## src/rtl/lci_div_cell.sv

```systemverilog
// ----------------------------------------------------------------------------
// Line / cylinder intersection: divider cell
// One step of restoring division: shifts out one numerator bit and shifts in
// one quotient bit in the same register.
// ----------------------------------------------------------------------------
module lci_div_cell #(
   parameter int unsigned NW = 70,
   parameter int unsigned AW = 36,
   parameter int unsigned TW = 8
) (
   input  logic            clock,
   input  logic            reset,
   input  logic            adv,
   input  logic            valid_i,
   input  logic [TW-1:0]   tag_i,
   input  logic [AW-1:0]   rem_i,
   input  logic [NW-1:0]   nq_i,
   input  logic [AW-1:0]   den_i,
   output logic            valid_o,
   output logic [TW-1:0]   tag_o,
   output logic [AW-1:0]   rem_o,
   output logic [NW-1:0]   nq_o,
   output logic [AW-1:0]   den_o
);

   logic            valid_ff;
   logic [TW-1:0]   tag_ff;
   logic [AW-1:0]   rem_ff;
   logic [NW-1:0]   nq_ff;
   logic [AW-1:0]   den_ff;
   logic [AW:0]     rem_sh;
   logic [AW:0]     den_x;
   logic            take;
   logic [AW-1:0]   rem_in;

   // Compare the shifted remainder with the divisor and subtract on a hit.
   always_comb begin
      rem_sh = {rem_i, nq_i[NW-1]};
      den_x  = {1'b0, den_i};
      take   = rem_sh >= den_x;
      rem_in = take ? AW'(rem_sh - den_x) : rem_sh[AW-1:0];
   end

   always_ff @(posedge clock) begin
      if (reset) begin
         valid_ff <= 1'b0;
      end else if (adv) begin
         valid_ff <= valid_i;
      end
   end

   always_ff @(posedge clock) begin
      if (adv) begin
         tag_ff <= tag_i;
         rem_ff <= rem_in;
         nq_ff  <= {nq_i[NW-2:0], take};
         den_ff <= den_i;
      end
   end

   assign valid_o = valid_ff;
   assign tag_o   = tag_ff;
   assign rem_o   = rem_ff;
   assign nq_o    = nq_ff;
   assign den_o   = den_ff;

endmodule

```

## config.mk

```make
export PLATFORM = sky130hd
export DESIGN_NAME = lci_div_cell
export DESIGN_NICKNAME = d
export VERILOG_FILES = /design/src/rtl/lci_div_cell.sv
export SDC_FILE = /design/constraint.sdc
export NUM_CORES = 1
export LEC_CHECK = 0
export ABC_AREA = 1
export BUFFER_PORTS_ARGS = -buffer_cell sky130_fd_sc_hd__buf_2
export CORE_AREA = 2 2 137 139
export CTS_CLUSTER_DIAMETER = 80
export DETAILED_ROUTE_END_ITERATION = 6
export DIE_AREA = 0 0 139 141
export PLACE_DENSITY = 0.86
export SETUP_SLACK_MARGIN = 0.02
export SLEW_MARGIN = 30
export SYNTH_ARGS = -nofsm -noshare
export SYNTH_HDL_FRONTEND = slang
export SYNTH_SLANG_ARGS = --single-unit
```

## constraint.sdc

```tcl
create_clock -name clock -period 1.84 [get_ports clock]
set_input_delay 0.092 -clock clock [delete_from_list [all_inputs] [get_ports clock]]
set_output_delay 0.092 -clock clock [all_outputs]
set_load 0.02 [all_outputs]
```

==> impl_metrics.tcl <==
set metrics [dict create \
    netlist_area_mm2 0.00800 \
    ys_ff_latch 151 \
    ys_types 35 \
    final_cell_count_no_fill 1674 \
    die-width_um 139 \
    pin_count 305 \
    reg2reg_from "valid_o$_SDFFE_PP0P_" \
    remaining_drc_errors 0 \
    synthCells 846 \
    grt_pass1_wl_um 43200 \
    grt_start_max_net_pins 48 \
    finalSetupTns_ns 0 \
    drive_above_1_share_pct 36.7 \
    crit_start "den_i[10]" \
    crit_top_cell "nand2_1" \
    fmax_ghz 0.588 \
    status "finished clean" \
    ir_drop_mv 0.648 \
    drt_pass1_iterations 5 \
    min_period_ns 1.70 \
    crit_path_end "rem_o[10]$_DFFE_PP_" \
    clockPowerShare_pct 32.1 \
    syn2layout_area_growth_pct 59.3 \
    intPower_mw 7.19 \
    ys_async_sr_fraction_pct 0 \
    crit_chain "buf_2, inv_1, ha_1, nand2_1, inv_2, nand2_1, nor3_2, nand2_1, nand3_2, nand2_1, nand2_2, nand2_4, buf_12, nand3_1, nand2_1" \
    via_per_inst 4.86 \
    slowest_stage "ha_1" \
    synth.avg_cell_area_um2 9.46 \
    cp_max_fo 15 \
    wl_per_cell_um 16.6 \
    design.core.area_mm2 0.0183 \
    cts_root_buf "clkbuf_16" \
    grt_antenna_before_repair 1 \
    period_share_pct 92.5 \
    hp-start "rem_i[14]" \
    worst_slew_margin_rel_pct 65.8 \
    pwr-share-comb_pct 27.1 \
    netlist_top_cells_area "edfxtp_1 56%, nand2_1 12%, inv_1 6.1%" \
    netlist_top_cells_count "266 x nand2_1, 150 x edfxtp_1, 129 x inv_1, 69 x nand3_1, 51 x nor2_1" \
    io_buffers 304 \
    final_util_pct 69.8 \
    reg2regPathDepth 3 \
    clock_latency_ns 0.43 \
    grt-ovfl-total 0 \
    rsz0062_at_grt "true" \
    syn_nets 1037 \
    crit_buf_inv 4 \
    grt.total_usage_pct 28.2 \
    setup_viol 0 \
    place_inst 1510 \
    dieArea_mm2 0.0196 \
    cts.htree.levels 4 \
    skew_ns 0 \
    max_stage_delay_ns 0.33 \
    powerDensity_mw_per_mm2 823 \
    place_hpwl_um 19400 \
    ys.warnings.count 0 \
    cts_inserted_buffers 17 \
    die_h_um 141 \
    wirelength_um 27800 \
    synth_edf_count 150 \
    ys.flop_type "edfxtp_1" \
    reg2reg_slack_ns 0.65 \
    synth_top_area_cell "edfxtp_1" \
    cp.depth 15 \
    swShare_pct 31.5 \
    r2r_end "valid_o$_SDFFE_PP0P_" \
    crit_arrival_ns 1.88 \
    clock-sinks 151 \
    cp_top_family "simple AND/OR/NAND/NOR gates" \
    clk_pin_slew_ns 0.07 \
    grt_pass1_vias 8371 \
    pwr-share-seq_pct 40.8 \
    ant_nets 0 \
    slew_viol_final 0 \
    p_sw_mw 3.31 \
    initial_core_util_pct 43.8 \
    hp-class "input pin to flip-flop" \
    totalPowerFinal_mw 10.5 \
    rows 50 \
    clockBufferDepth 2 \
    fin_nets 1617 \
    ys_seq_area_share_pct 56.5 \
    path_class "input pin to flip-flop" \
    drt_first_iter_violations 497 \
    gp_congestion 0.928 \
    dr_total_vias 8128 \
    p_leak_nw 6.36 \
    endpoint_kind "flip-flop" \
    cp.required_ns 2.02 \
    hold_viol_final 0 \
    synth_top_area_share_pct 56.3 \
    tightest_slew_ns 0.514 \
    cap_violations 0 \
    yosysMostFrequentCell "nand2_1" \
    crit_path_start_kind "input pin" \
    cts_tree "done" \
]
==> worst min path at each step <==
| stage | endpoint | slack (ns) | cells after the start |
|---|---|---|---|
| 2_1_floorplan | valid_o$_SDFFE_PP0P_ | 0.16 | 1 |
| 3_3_place_gp | valid_o$_SDFFE_PP0P_ | 0.25 | 2 |
| 3_5_place_dp | valid_o$_SDFFE_PP0P_ | 0.26 | 2 |
| 4_1_cts | rem_o[21]$_DFFE_PP_ | 0.008 | 3 |
| 5_1_grt | rem_o[16]$_DFFE_PP_ | 0.02 | 3 |
| 6_report | rem_o[15]$_DFFE_PP_ | 0.02 | 3 |
==> worst min-delay path: stages <==
cell and delay [ns]:
buf_2 0.11, nand3_1 0.08, nand2_1 0.06
==> repair_timing <==
item                                   CTS  global route
hold buffers                           130             0
endpoints found under the hold margin  129             0
buffers inserted                         0             1
setup endpoints to repair                0            35
resized for setup                        0             7
==> flip-flops by register name (all words and copies together), names as in the netlist <==
| name | cells |
|---|---|
| nq_o | 70 |
| den_o | 36 |
| rem_o | 36 |
| tag_o | 8 |
| valid_o | 1 |
==> power by group through the flow <==
stage	logic [mW]	clock network [mW]	registers, mW
after global routing	3.08	3.51	4.30
after floorplan	0.888	0	4.78
after CTS	2.79	3.41	4.26
final	2.85	3.37	4.28
after detailed placement	2.56	0	4.34
after global placement	2.50	0	4.33
==> routing by layer <==
metal  global-route usage [%]  wire length [um]  vias up
met3                     4.86              1680       68
met4                     11.5               965        0
met2                     53.3             14600      356
met1                     31.4             10600     3772
li1                         -                 -     3932
met5                        0                 0        -
==> logic make-up after synthesis <==
group / Yosys count / share of synthesized area, %
compound gates: 43 / 3.06
fa+ha+maj: 37 / 5.88
simple gates: 448 / 24.9
mux: 1 / 0.125
buf+inv: 148 / 7.54
xor+xnor: 18 / 1.97
flops: 151 / 56.5
==> cell type report <==
type / count / area, um^2
Clock inverter: 14 / 131
Timing Repair Buffer: 571 / 3950
Fill cell: 1353 / 5520
Tap cell: 234 / 293
Antenna cell: 1 / 2.50
Inverter: 138 / 518
Clock buffer: 18 / 429
Multi-Input combinational cell: 547 / 2910
Sequential cell: 151 / 4520
==> metrics by stage <==
| stage | worst slack, ns | hold WS [ns] | cell area [um^2] |
|---|---|---|---|
| after floorplan | 0.0534 | 0.164 | 8000 |
| after global placement | -0.293 | 0.252 | 10800 |
| after detailed placement | -0.320 | 0.258 | 10800 |
| after CTS | 0.0825 | 0.00833 | 12700 |
| after global routing | 0.0105 | 0.0229 | 12700 |
| final | 0.139 | 0.0159 | 12700 |
==> cell usage in the layout, fill, tap and decap left out, types with 2 or more instances in the layout <==
cell           instances
inv_2                  7
nor3_1                 5
o21ai_0                4
nand3b_1               9
inv_8                  2
buf_12                 7
ha_1                  34
nand2_1              263
a21oi_1               25
nand3_1               68
nand3_2               12
nor3_2                 3
buf_2                303
nand2_2               15
xor2_1                17
clkbuf_16             17
nor2_2                12
nor4_1                 2
nor2_1                51
clkinv_1               2
clkinv_4               4
a21oi_2                2
o21ai_1                2
edfxtp_1             150
inv_1                129
dlygate4sd3_1        130
buf_4                130
o21bai_1               7
inv_6                  6
nand4_1                5
(Power assumes the default switching activity.)
