==> src/rtl/lci_pkg.sv <==
// ----------------------------------------------------------------------------
// Line / cylinder intersection: shared package
// Pipeline constants and elaboration helpers used by the top level and the
// split multiplier.
// ----------------------------------------------------------------------------
package lci_pkg;

   // Cycles from operands to product in the split multiplier.
   localparam int unsigned MUL_LATENCY = 3;

   // Half of a width, rounded up.
   function automatic int unsigned half_up(input int unsigned w);
      return (w + 1) >> 1;
   endfunction

endpackage

==> src/rtl/lci_mul.sv <==
// ----------------------------------------------------------------------------
// Line / cylinder intersection: split multiplier
// Unsigned multiplier cut into four half-width partial products, summed over
// two more register stages.
// ----------------------------------------------------------------------------
module lci_mul
   import lci_pkg::*;
#(
   parameter int unsigned AW = 36,
   parameter int unsigned BW = 36
) (
   input  logic             clock,
   input  logic             adv,
   input  logic [AW-1:0]    a_i,
   input  logic [BW-1:0]    b_i,
   output logic [AW+BW-1:0] prod_o
);

   localparam int unsigned HA = half_up(AW);
   localparam int unsigned HB = half_up(BW);
   localparam int unsigned PW = AW + BW;

   logic [HA+HB-1:0]               ll_ff;
   logic [HA+(BW-HB)-1:0]          lh_ff;
   logic [(AW-HA)+HB-1:0]          hl_ff;
   logic [(AW-HA)+(BW-HB)-1:0]     hh_ff;
   logic [PW-1:0]                  mid_ff;
   logic [PW-1:0]                  base_ff;
   logic [PW-1:0]                  prod_ff;

   // Partial products, then the cross terms, then the final sum.
   always_ff @(posedge clock) begin
      if (adv) begin
         ll_ff   <= a_i[HA-1:0] * b_i[HB-1:0];
         lh_ff   <= a_i[HA-1:0] * b_i[BW-1:HB];
         hl_ff   <= a_i[AW-1:HA] * b_i[HB-1:0];
         hh_ff   <= a_i[AW-1:HA] * b_i[BW-1:HB];
         mid_ff  <= (PW'(lh_ff) << HB) + (PW'(hl_ff) << HA);
         base_ff <= {hh_ff, ll_ff};
         prod_ff <= base_ff + mid_ff;
      end
   end

   assign prod_o = prod_ff;

endmodule

==> config.mk <==
export PLATFORM = sky130hd
export DESIGN_NAME = lci_mul
export DESIGN_NICKNAME = d
export VERILOG_FILES = /design/src/rtl/lci_pkg.sv /design/src/rtl/lci_mul.sv
export SDC_FILE = /design/constraint.sdc
export NUM_CORES = 2
export LEC_CHECK = 0
export BUFFER_PORTS_ARGS = -buffer_cell sky130_fd_sc_hd__buf_2
export CAP_MARGIN = 20
export CORE_UTILIZATION = 45
export CTS_CLUSTER_DIAMETER = 120
export DETAILED_ROUTE_END_ITERATION = 7
export GPL_ROUTABILITY_DRIVEN = 0
export PLACE_DENSITY_LB_ADDON = 0.1
export SYNTH_ARGS = -nofsm -noshare
export SYNTH_HDL_FRONTEND = slang
export SYNTH_SLANG_ARGS = --single-unit
==> constraint.sdc <==
create_clock -name clock -period 10.62 [get_ports clock]
set_clock_uncertainty 0.05 [all_clocks]
set_input_delay 0 -clock clock [delete_from_list [all_inputs] [get_ports clock]]
set_output_delay 0 -clock clock [all_outputs]
set_load 0.05 [all_outputs]
==> flow_metrics.env <==
export IMPL_endpoint_kind="flop"
export IMPL_fin_nets=7415
export IMPL_tightestPinTransition_ns=1.15
export IMPL_period_share_pct=59.4
export IMPL_cts_hold_buf=1
export IMPL_yosysUniqueCellTypes=82
export IMPL_cp_arrival_ns=6.57
export IMPL_cts_htree_levels=2
export IMPL_wl_per_cell_um=19.3
export IMPL_cts_path_max_buffers=3
export IMPL_cts_tree="yes"
export IMPL_hpwl_mm=109
export IMPL_grt_max_degree=74
export IMPL_yosys_warnings=0
export IMPL_vias=38900
export IMPL_synth_seq_cells=325
export IMPL_first_pass_iters=8
export IMPL_setup_violations=0
export IMPL_io_pins=146
export IMPL_startpoint_type="input pin"
export IMPL_cts_made_buffers=40
export IMPL_rrSetupSlack_ns=6.36
export IMPL_min_period_ns=6.30
export IMPL_core_um2=124000
export IMPL_reg2reg_depth=10
export IMPL_ys_seq_area_share_pct=17.3
export IMPL_post_cts_buffers=0
export IMPL_die_h_um=356
export IMPL_netlist_instances=5879
export IMPL_hold_path_class="in -> reg"
export IMPL_path_delay_family="adder cells"
export IMPL_drc=46
export IMPL_overflow=0
export IMPL_syn_area_per_cell_um2=9.59
export IMPL_crit_slowest_cell="buf_2"
export IMPL_cp_max_fo=36
export IMPL_crit_end="hl_ff[35]$_DFFE_PP_"
export IMPL_synthesis_area_um2=56400
export IMPL_outcome="complete, but fails checks"
export IMPL_rr_endpoint="prod_o[66]$_DFFE_PP_"
export IMPL_critPathBufInv=4
export IMPL_post_cts_resized=0
export IMPL_setup_tns_ns=0
export IMPL_violations="DRC"
export IMPL_start_util_pct=45.5
export IMPL_clock_sinks=325
export IMPL_clkTransAtPathRegs_ns=0.06
export IMPL_synth_edf_count=325
export IMPL_yosys_most_used_dff="edfxtp_1"
export IMPL_required_ns=10.89
export IMPL_nFillCells=11900
export IMPL_hold_violations=0
export IMPL_cpPeakStageDelay_ns=0.68
export IMPL_critical_path_class="in -> reg"
export IMPL_area_growth_pct=5.86
export IMPL_fp_dieArea_um2=127000
export IMPL_drtAntennaViolNets=0
export IMPL_final_max_slew_viol_count=0
export IMPL_syn_num_nets=7492
export IMPL_drive_above_1_share_pct=4.85
export IMPL_cts_root_buf="clkbuf_16"
export IMPL_via_per_inst=5.21
export IMPL_drt_iter0_markers=2335
export IMPL_die_w_um=356
export IMPL_cap_violations=0
export IMPL_max_slew_margin_pct=22.7
export IMPL_async_reset_ff_share_pct=0
export IMPL_grt_pass1_wl_mm=233
export IMPL_reg2reg_from="base_ff[39]$_DFFE_PP_"
export IMPL_clock_latency_ns=0.61
export IMPL_rows=129
export IMPL_clock_fmax_mhz=159
export IMPL_antenna_found_initial=10
export IMPL_io_buffers=145
export IMPL_grtUsageTotal_pct=23.7
export IMPL_grt_pass1_vias=41200
export IMPL_rsz0062_at_grt="false"
export IMPL_path_cells="buf_2, nand2_1, fa_1, fa_1, fa_1, inv_1, fa_1, fa_1, inv_1, fa_1, inv_1, ha_1, a21o_1, a211o_1, o21ai_0, a31oi_1, a31oi_1, o31ai_2, a31oi_1, o21ai_0, xnor2_1"
export IMPL_cp_common_cell="fa_1"
export IMPL_critical_path_startpoint="b_i[3]"
export IMPL_crit_cells=21
export IMPL_drt_wl_total_mm=144
==> worst min-delay path: stages <==
cell and delay (ns):
buf_2 0.10, buf_4 0.27, and2_1 0.23
==> flip-flops by register name (all words and copies together), names as in the netlist <==
| signal | cells |
|---|---|
| base_ff | 72 |
| prod_o | 72 |
| ll_ff | 36 |
| hl_ff | 36 |
| hh_ff | 36 |
| mid_ff | 37 |
| lh_ff | 36 |
==> final cells by class <==
type	instances	area, µm²	area share, %
antenna	7	17.5	0.0294
clock buffer	46	1070	1.79
clock inverter	27	273	0.457
inverter	1249	4690	7.86
multi-input combinational	4000	40800	68.3
sequential	325	9760	16.4
tap	1637	2050	3.43
timing repair buffer	186	1050	1.75
==> cell families (layout without fill, tap and decap cells) <==
| group | Yosys count | in the layout | synth area share, % |
|---|---|---|---|
| flops | 325 | 325 | 17.3 |
| xor+xnor | 194 | 194 | 3.01 |
| other cells | 0 | 7 | 0 |
| fa+ha+maj | 1539 | 1539 | 47.8 |
| buf+inv | 1554 | 1508 | 10.4 |
| simple gates | 1696 | 1696 | 14.6 |
| compound gates | 568 | 568 | 6.81 |
| mux | 3 | 3 | 0.0533 |
==> metal layers <==
layer  wire [µm]  global-route usage, %  share of wire (%)
met4        4100                   6.21                2.8
met5          27                      0              0.019
met2       68200                   39.4                 47
met1       64700                   33.0                 45
met3        7160                   2.61                5.0
==> placed cells by master (no fill, tap or decap), drive strengths merged, types with 27 or more instances in the layout <==
cell / Yosys / routed
buf: 1 / 185
nor3: 29 / 29
a21o: 131 / 131
inv: 1249 / 1253
fa: 1026 / 1026
o21ai: 90 / 90
a21oi: 158 / 158
xor2: 60 / 60
a31oi: 32 / 32
edfxtp: 325 / 325
xnor2: 134 / 134
ha: 513 / 513
nand2: 846 / 846
and2: 561 / 561
o21bai: 27 / 27
clkbuf: 304 / 46
nor2: 99 / 99
==> cell usage after synthesis (all sizes together), types with 4 or more instances <==
| cell type | number | area [µm²] |
|---|---|---|
| nor4 | 7 | 50.1 |
| o21bai | 27 | 206 |
| a41oi | 9 | 78.8 |
| o211ai | 9 | 72.6 |
| and4 | 7 | 61.3 |
| and2 | 561 | 3510 |
| or2 | 5 | 31.3 |
| a211o | 8 | 70.1 |
| fa | 1026 | 20500 |
| a21oi | 158 | 806 |
| ha | 513 | 6420 |
| nor3 | 29 | 150 |
| edfxtp | 325 | 9760 |
| a211oi | 14 | 105 |
| a31oi | 32 | 221 |
| or3 | 5 | 31.3 |
| clkbuf | 304 | 1140 |
| xnor2 | 134 | 1170 |
| a31o | 5 | 43.8 |
| a311oi | 5 | 56.3 |
| o31ai | 9 | 91.3 |
| nor2 | 99 | 372 |
| nand2b | 25 | 156 |
| and3 | 24 | 150 |
| nand4 | 25 | 156 |
| nand3 | 25 | 125 |
| o21ai | 90 | 454 |
| a221oi | 5 | 56.3 |
| o311ai | 6 | 60.1 |
| xor2 | 60 | 526 |
| o21a | 19 | 143 |
| a2111oi | 4 | 60.1 |
| a21o | 131 | 983 |
| nand2 | 846 | 3180 |
| nor2b | 25 | 164 |
| inv | 1249 | 4690 |
| a21boi | 12 | 90.1 |
==> how the worst min path moves through the flow <==
stage	end	slack, ns	startpoint	cells after the start
floorplan	base_ff[0]$_DFFE_PP_	0.06	adv	0
global placement	prod_o[16]$_DFFE_PP_	0.35	base_ff[16]$_DFFE_PP_	0
detailed placement	base_ff[1]$_DFFE_PP_	0.35	ll_ff[1]$_DFFE_PP_	0
CTS	hl_ff[0]$_DFFE_PP_	0.12	a_i[18]	3
global route	hl_ff[0]$_DFFE_PP_	0.15	a_i[18]	3
finish	hl_ff[0]$_DFFE_PP_	0.15	a_i[18]	3
==> metrics by stage <==
step	setup slack, ns	hold slack, ns	instances	utilization [%]	cell area (µm²)
after floorplan	4.50	0.0625	5879	-	56400
after global placement	3.82	0.351	7396	47.0	58300
after detailed placement	3.76	0.355	7396	47.0	58300
after CTS	4.37	0.123	7470	48.1	59700
after global routing	3.93	0.145	7473	48.1	59700
final	4.32	0.150	7477	48.1	59700
Power is not shown: default switching activity piles up to over one toggle a cycle in this logic, so the estimate is an artifact.
