<file path="config.mk">
export PLATFORM = sky130hd
export DESIGN_NAME = lci_sqrt_cell
export DESIGN_NICKNAME = d
export VERILOG_FILES = /design/src/rtl/lci_sqrt_cell.sv
export SDC_FILE = /design/constraint.sdc
export NUM_CORES = 1
export LEC_CHECK = 0
export BUFFER_PORTS_ARGS = -buffer_cell sky130_fd_sc_hd__buf_2
export CAP_MARGIN = 20
export CORE_AREA = 4 4 171 173
export DETAILED_ROUTE_END_ITERATION = 7
export DIE_AREA = 0 0 175 177
export GPL_ROUTABILITY_DRIVEN = 0
export PLACE_DENSITY_LB_ADDON = 0.15
export SYNTH_ARGS = -nofsm -noshare
export SYNTH_HDL_FRONTEND = slang
export SYNTH_SLANG_ARGS = --single-unit
</file>
<file path="constraint.sdc">
create_clock -name clock -period 3 [get_ports clock]
set_input_delay 0.15 -clock clock [delete_from_list [all_inputs] [get_ports clock]]
set_output_delay 0.15 -clock clock [all_outputs]
set_load 0.01 [all_outputs]
</file>
<file path="src/rtl/lci_sqrt_cell.sv">
// ----------------------------------------------------------------------------
// Line / cylinder intersection: square root cell
// One step of the digit-by-digit integer square root: brings down two
// radicand bits and decides one root bit.
// ----------------------------------------------------------------------------
module lci_sqrt_cell #(
   parameter int unsigned SW = 52,
   parameter int unsigned TW = 8
) (
   input  logic              clock,
   input  logic              reset,
   input  logic              adv,
   input  logic              valid_i,
   input  logic [TW-1:0]     tag_i,
   input  logic [SW+1:0]     rem_i,
   input  logic [SW-1:0]     root_i,
   input  logic [2*SW-1:0]   rad_i,
   output logic              valid_o,
   output logic [TW-1:0]     tag_o,
   output logic [SW+1:0]     rem_o,
   output logic [SW-1:0]     root_o,
   output logic [2*SW-1:0]   rad_o
);

   logic              valid_ff;
   logic [TW-1:0]     tag_ff;
   logic [SW+1:0]     rem_ff;
   logic [SW-1:0]     root_ff;
   logic [2*SW-1:0]   rad_ff;
   logic [SW+1:0]     rem_sh;
   logic [SW+1:0]     trial;
   logic              take;
   logic [SW+1:0]     rem_in;

   // Trial subtraction of 4*root + 1 from the shifted remainder.
   always_comb begin
      rem_sh = {rem_i[SW-1:0], rad_i[2*SW-1 -: 2]};
      trial  = {root_i, 2'b01};
      take   = rem_sh >= trial;
      rem_in = take ? rem_sh - trial : rem_sh;
   end

   always_ff @(posedge clock) begin
      if (reset) begin
         valid_ff <= 1'b0;
      end else if (adv) begin
         valid_ff <= valid_i;
      end
   end

   always_ff @(posedge clock) begin
      if (adv) begin
         tag_ff  <= tag_i;
         rem_ff  <= rem_in;
         root_ff <= {root_i[SW-2:0], take};
         rad_ff  <= {rad_i[2*SW-3:0], 2'b00};
      end
   end

   assign valid_o = valid_ff;
   assign tag_o   = tag_ff;
   assign rem_o   = rem_ff;
   assign root_o  = root_ff;
   assign rad_o   = rad_ff;

endmodule

</file>
==> summary.md <==
| Metric | Value |
|---|---|
| Synthesis-to-layout area growth | `56.3%` |
| Switch Pwr | `between 2 and 2.5 mW` |
| Cell with the largest stage delay on the worst path | `sky130_fd_sc_hd__or4_1` |
| TritonCTS clock tree | `done` |
| Pin count of the biggest net entering global routing | `about 90` |
| WHS Endpoint | `rem_o[44]` |
| Final design utilization | `60.0%` |
| Cell area power density | `520 nW/um^2` |
| Starting density of the core | `38.4%` |
| Number of primary I/O pins | `441` |
| Required time of the critical path | `about 3.3 ns` |
| Worst R2R Path Depth | `3` |
| Sequential area share after synthesis | `between 60 and 70%` |
| Count of standard-cell rows | `61` |
| Clock network power share | `between 30 and 40%` |
| Area of the multi-input gates | `between 3000 and 4000 um^2` |
| Core area | `~28000 um^2` |
| Biggest area consumer among synthesized cells | `sky130_fd_sc_hd__edfxtp_1` |
| Internal Dissipation | `slightly above 6 mW` |
| Critical setup path kind | `in2reg` |
| Count of fill cells added during filler insertion | `2282` |
| Number of distinct standard cells referenced by the synthesized netlist | `68` |
| Final non-filler cell total | `slightly below 2000` |
| Shortest period the worst path allows | `a little under 3 ns` |
| Remaining routing DRC violations | `0` |
| Post-route clock skew | `0 ns` |
| Number of buffers on the longest clock path | `3` |
| Leakage power total | `7.35 nW` |
| Average wire per cell in the routed design | `18.1 um` |
| Crit-path cells | `dlygate4sd3_1, buf_2, inv_1, ha_1, o211ai_1, o211ai_2, buf_4, a31oi_4, o21ai_4, a31oi_4, or4_1, nand4_1, xnor2_1, o21ai_1` |
| Critical path capture point type | `flip-flop` |
| Per-cell via count in the routed design | `4.81` |
| Sum of overflow across all layers after global routing | `0` |
| Clock root buffer | `sky130_fd_sc_hd__clkbuf_16` |
| Maximum fanout along the worst path | `4` |
| Worst reg2reg endpoint | `valid_o` |
| Final wirelength | `around 36000 um` |
| Total number of yosys warnings | `0` |
| Reg-to-reg critical path startpoint | `valid_o` |
| Area used by sequential logic in the layout | `around 6500 um^2` |
| TritonRoute pass-1 iters | `5` |
| List of most frequent post-synthesis cells | `sky130_fd_sc_hd__edfxtp_1, sky130_fd_sc_hd__nand2_1, sky130_fd_sc_hd__inv_1` |
| Async set-or-reset flop fraction in the synthesized netlist | `0%` |
| Switching share of total power | `27.8%` |
| Cell repeated most along the worst path | `sky130_fd_sc_hd__a31oi_4` |
| Transition time at the pin with the least slew margin | `0.739 ns` |
| Number of flip-flops and latches in the synthesized netlist | `~220` |
| HP Start | `rem_i[42]` |
| Setup slack of the most critical reg-to-reg path | `1.70 ns` |
| Number of hold violations in the final report | `0` |
| Peak supply drop | `0.000417 V` |
| EDFF count, synth | `around 220` |
| Clock network latency to the later pin of the worst-skew pair | `between 0.5 and 0.6 ns` |
| Number of nets with antenna violations after detailed routing | `0` |
| Die Y-Extent | `177 um` |
| DIE AREA | `just over 30000 um^2` |
| Instance count after placement with tap cells included | `between 1500 and 2000` |
| Global-route total usage across every layer | `approximately 22%` |
| Most frequent cell after synthesis | `sky130_fd_sc_hd__edfxtp_1` |
| Proportion of layout cells with a drive suffix above 1 | `between 30% and 40%` |
| Die outline width | `about 180 um` |
| Longest individual stage delay on the worst path | `around 0.61 ns` |
| CTS Buf Count | `25` |
| Peak Freq | `345 MHz` |
| Headroom to the max-slew limit | `50.7%` |
| Number of setup violations in the final report | `0` |
| Critical Path Source Type | `input pin` |
| Final worst path period share | `between 90% and 100%` |
| Post-DP Area | `around 14000 um^2` |
| Status | `completed` |
| Critical Path AT | `~3.2 ns` |
| Largest cells by area after synthesis | `sky130_fd_sc_hd__edfxtp_1, sky130_fd_sc_hd__ha_1, sky130_fd_sc_hd__nand2_1, sky130_fd_sc_hd__a21oi_1, sky130_fd_sc_hd__inv_1` |
| Setup repair after global routing missed its margin | `true` |
| Post-CTS clock slew at the launch and capture registers of the worst setup and hold paths | `0.06 ns` |
| I/O Buffers | `436` |
| Comb power frac | `23.4%` |
| Area of the mapped netlist | `roughly 11000 um^2` |
| Main flop type after synthesis | `sky130_fd_sc_hd__edfxtp_1` |
| Pins Over Slew Limit | `0` |
| Wire length of the first global-routing pass | `54100 um` |
| Final std cell area, no fill | `around 17000 um^2` |
| Final worst hold slack | `roughly 0.058 ns` |
| Average instance area after synthesis | `around 12 um^2` |
| Seq pwr share | `approximately 44%` |
| Detailed-route via count | `approximately 9500` |
| Total number of nets in the final design | `~1800` |
| Sink count of the clock tree | `217` |
| Reported max-cap violation count | `0` |
| DP HPWL | `about 26000 um` |
| Worst hold path type | `in2reg` |
| Total number of H-tree levels | `1` |
| Vias in the first global route | `a little under 10000` |
| Post-layout total power | `~8.6 mW` |
| Antenna violations before repair | `1` |
| Number of DRC violations after detailed-routing iteration 0 | `between 600 and 700` |
| Portion of synthesized cell area occupied by the leading cell type | `slightly above 60%` |
| Instance count of the mapped netlist | `~880` |
| Cells on Worst Hold Path | `3` |
cell type report:
type / count / share of cell area (%)
timing repair buffer: 701 / 28.8
sequential: 217 / 39.2
tap: 378 / 2.85
inverter: 67 / 1.53
multi-input combinational: 561 / 22.9
antenna: 1 / 0.0151
clock inverter: 19 / 0.837
clock buffer: 26 / 3.79
worst max-delay path, delay by kind of cell:
| kind | cells | cell delay [ns] |
|---|---|---|
| AO/OA/AOI/OAI | 6 | 0.96 |
| XOR/XNOR | 1 | 0.13 |
| adder cells (fa/ha/maj) | 1 | 0.33 |
| buffers and inverters | 4 | 0.86 |
| AND/OR/NAND/NOR | 2 | 0.76 |
metrics by stage:
stage          worst slack, ns  TNS [ns]
4_1_cts                 0.0122         0
3_3_place_gp           -0.0203   -0.0267
2_1_floorplan            0.446         0
5_1_grt                -0.0462   -0.0801
6_report                0.0984         0
3_5_place_dp           -0.0499    -0.108
metal layers:
metal  vias to the layer above  GRT usage [%]  wire length, um  share of wire (%)
li1                       4630              -                -                  -
met5                         -              0                0                  0
met1                      4439           25.5            13800                 39
met2                       336           40.1            18500                 52
met4                         0           7.10             1170                3.3
met3                        64           4.72             2240                6.3
registers in the layout, summed over array words and instances, names as in the netlist:
| signal | flops |
|---|---|
| rad_o | 102 |
| rem_o | 54 |
| root_o | 52 |
| tag_o | 8 |
| valid_o | 1 |
worst max-delay path by stage:
stage	slack [ns]	from	cells after the start	endpoint
floorplan	0.45	root_i[15]	11	rem_o[31]
global placement	-0.02	rem_i[2]	13	rem_o[53]
detailed placement	-0.05	rem_i[2]	13	rem_o[53]
CTS	0.01	rem_i[3]	12	rem_o[47]
global route	-0.05	root_i[8]	15	rem_o[53]
finish	0.1	root_i[1]	14	rem_o[51]
cells by family (layout without fill, tap and decap cells):
logic type / Yosys count / count (layout) / share of synthesized area, %
AO/OA/AOI/OAI: 242 / 242 / 14.6
flip-flops: 217 / 217 / 61.3
AND/OR/NAND/NOR: 211 / 211 / 9.24
buffers and inverters: 102 / 813 / 4.10
adder cells (fa/ha/maj): 54 / 54 / 6.37
XOR/XNOR: 48 / 48 / 3.96
multiplexers: 4 / 4 / 0.413
other: 1 / 3 / 0.0353
placed cells by master, fill, tap and decap left out, types with 6 or more instances in the layout:
cell	n
sky130_fd_sc_hd__a21o_1	26
sky130_fd_sc_hd__a21oi_1	57
sky130_fd_sc_hd__a21oi_2	7
sky130_fd_sc_hd__buf_2	435
sky130_fd_sc_hd__buf_4	44
sky130_fd_sc_hd__clkbuf_16	25
sky130_fd_sc_hd__clkinv_1	7
sky130_fd_sc_hd__dlygate4sd3_1	216
sky130_fd_sc_hd__edfxtp_1	216
sky130_fd_sc_hd__ha_1	53
sky130_fd_sc_hd__inv_1	66
sky130_fd_sc_hd__nand2_1	106
sky130_fd_sc_hd__nand3_1	8
sky130_fd_sc_hd__nand4_1	19
sky130_fd_sc_hd__nor2_1	34
sky130_fd_sc_hd__nor3_1	11
sky130_fd_sc_hd__o21ai_0	43
sky130_fd_sc_hd__o21ai_1	40
sky130_fd_sc_hd__o21ba_2	6
sky130_fd_sc_hd__o21bai_1	13
sky130_fd_sc_hd__xnor2_1	27
sky130_fd_sc_hd__xor2_1	21
repair_timing:
action,CTS,global route
endpoints found under the setup margin,0,18
gates resized for setup,0,25
hold endpoints to repair,215,0
buffers inserted,0,1
hold buffers,216,0
power by group through the flow:
stage | clock network, mW | logic, mW | registers (mW)
2_1_floorplan | 0 | 0.762 | 3.98
3_3_place_gp | 0 | 1.73 | 3.80
3_5_place_dp | 0 | 1.74 | 3.80
4_1_cts | 2.95 | 1.98 | 3.75
5_1_grt | 3.07 | 2.20 | 3.78
6_report | 2.85 | 2.02 | 3.75
Note: power is estimated with default switching activity, not from simulation.
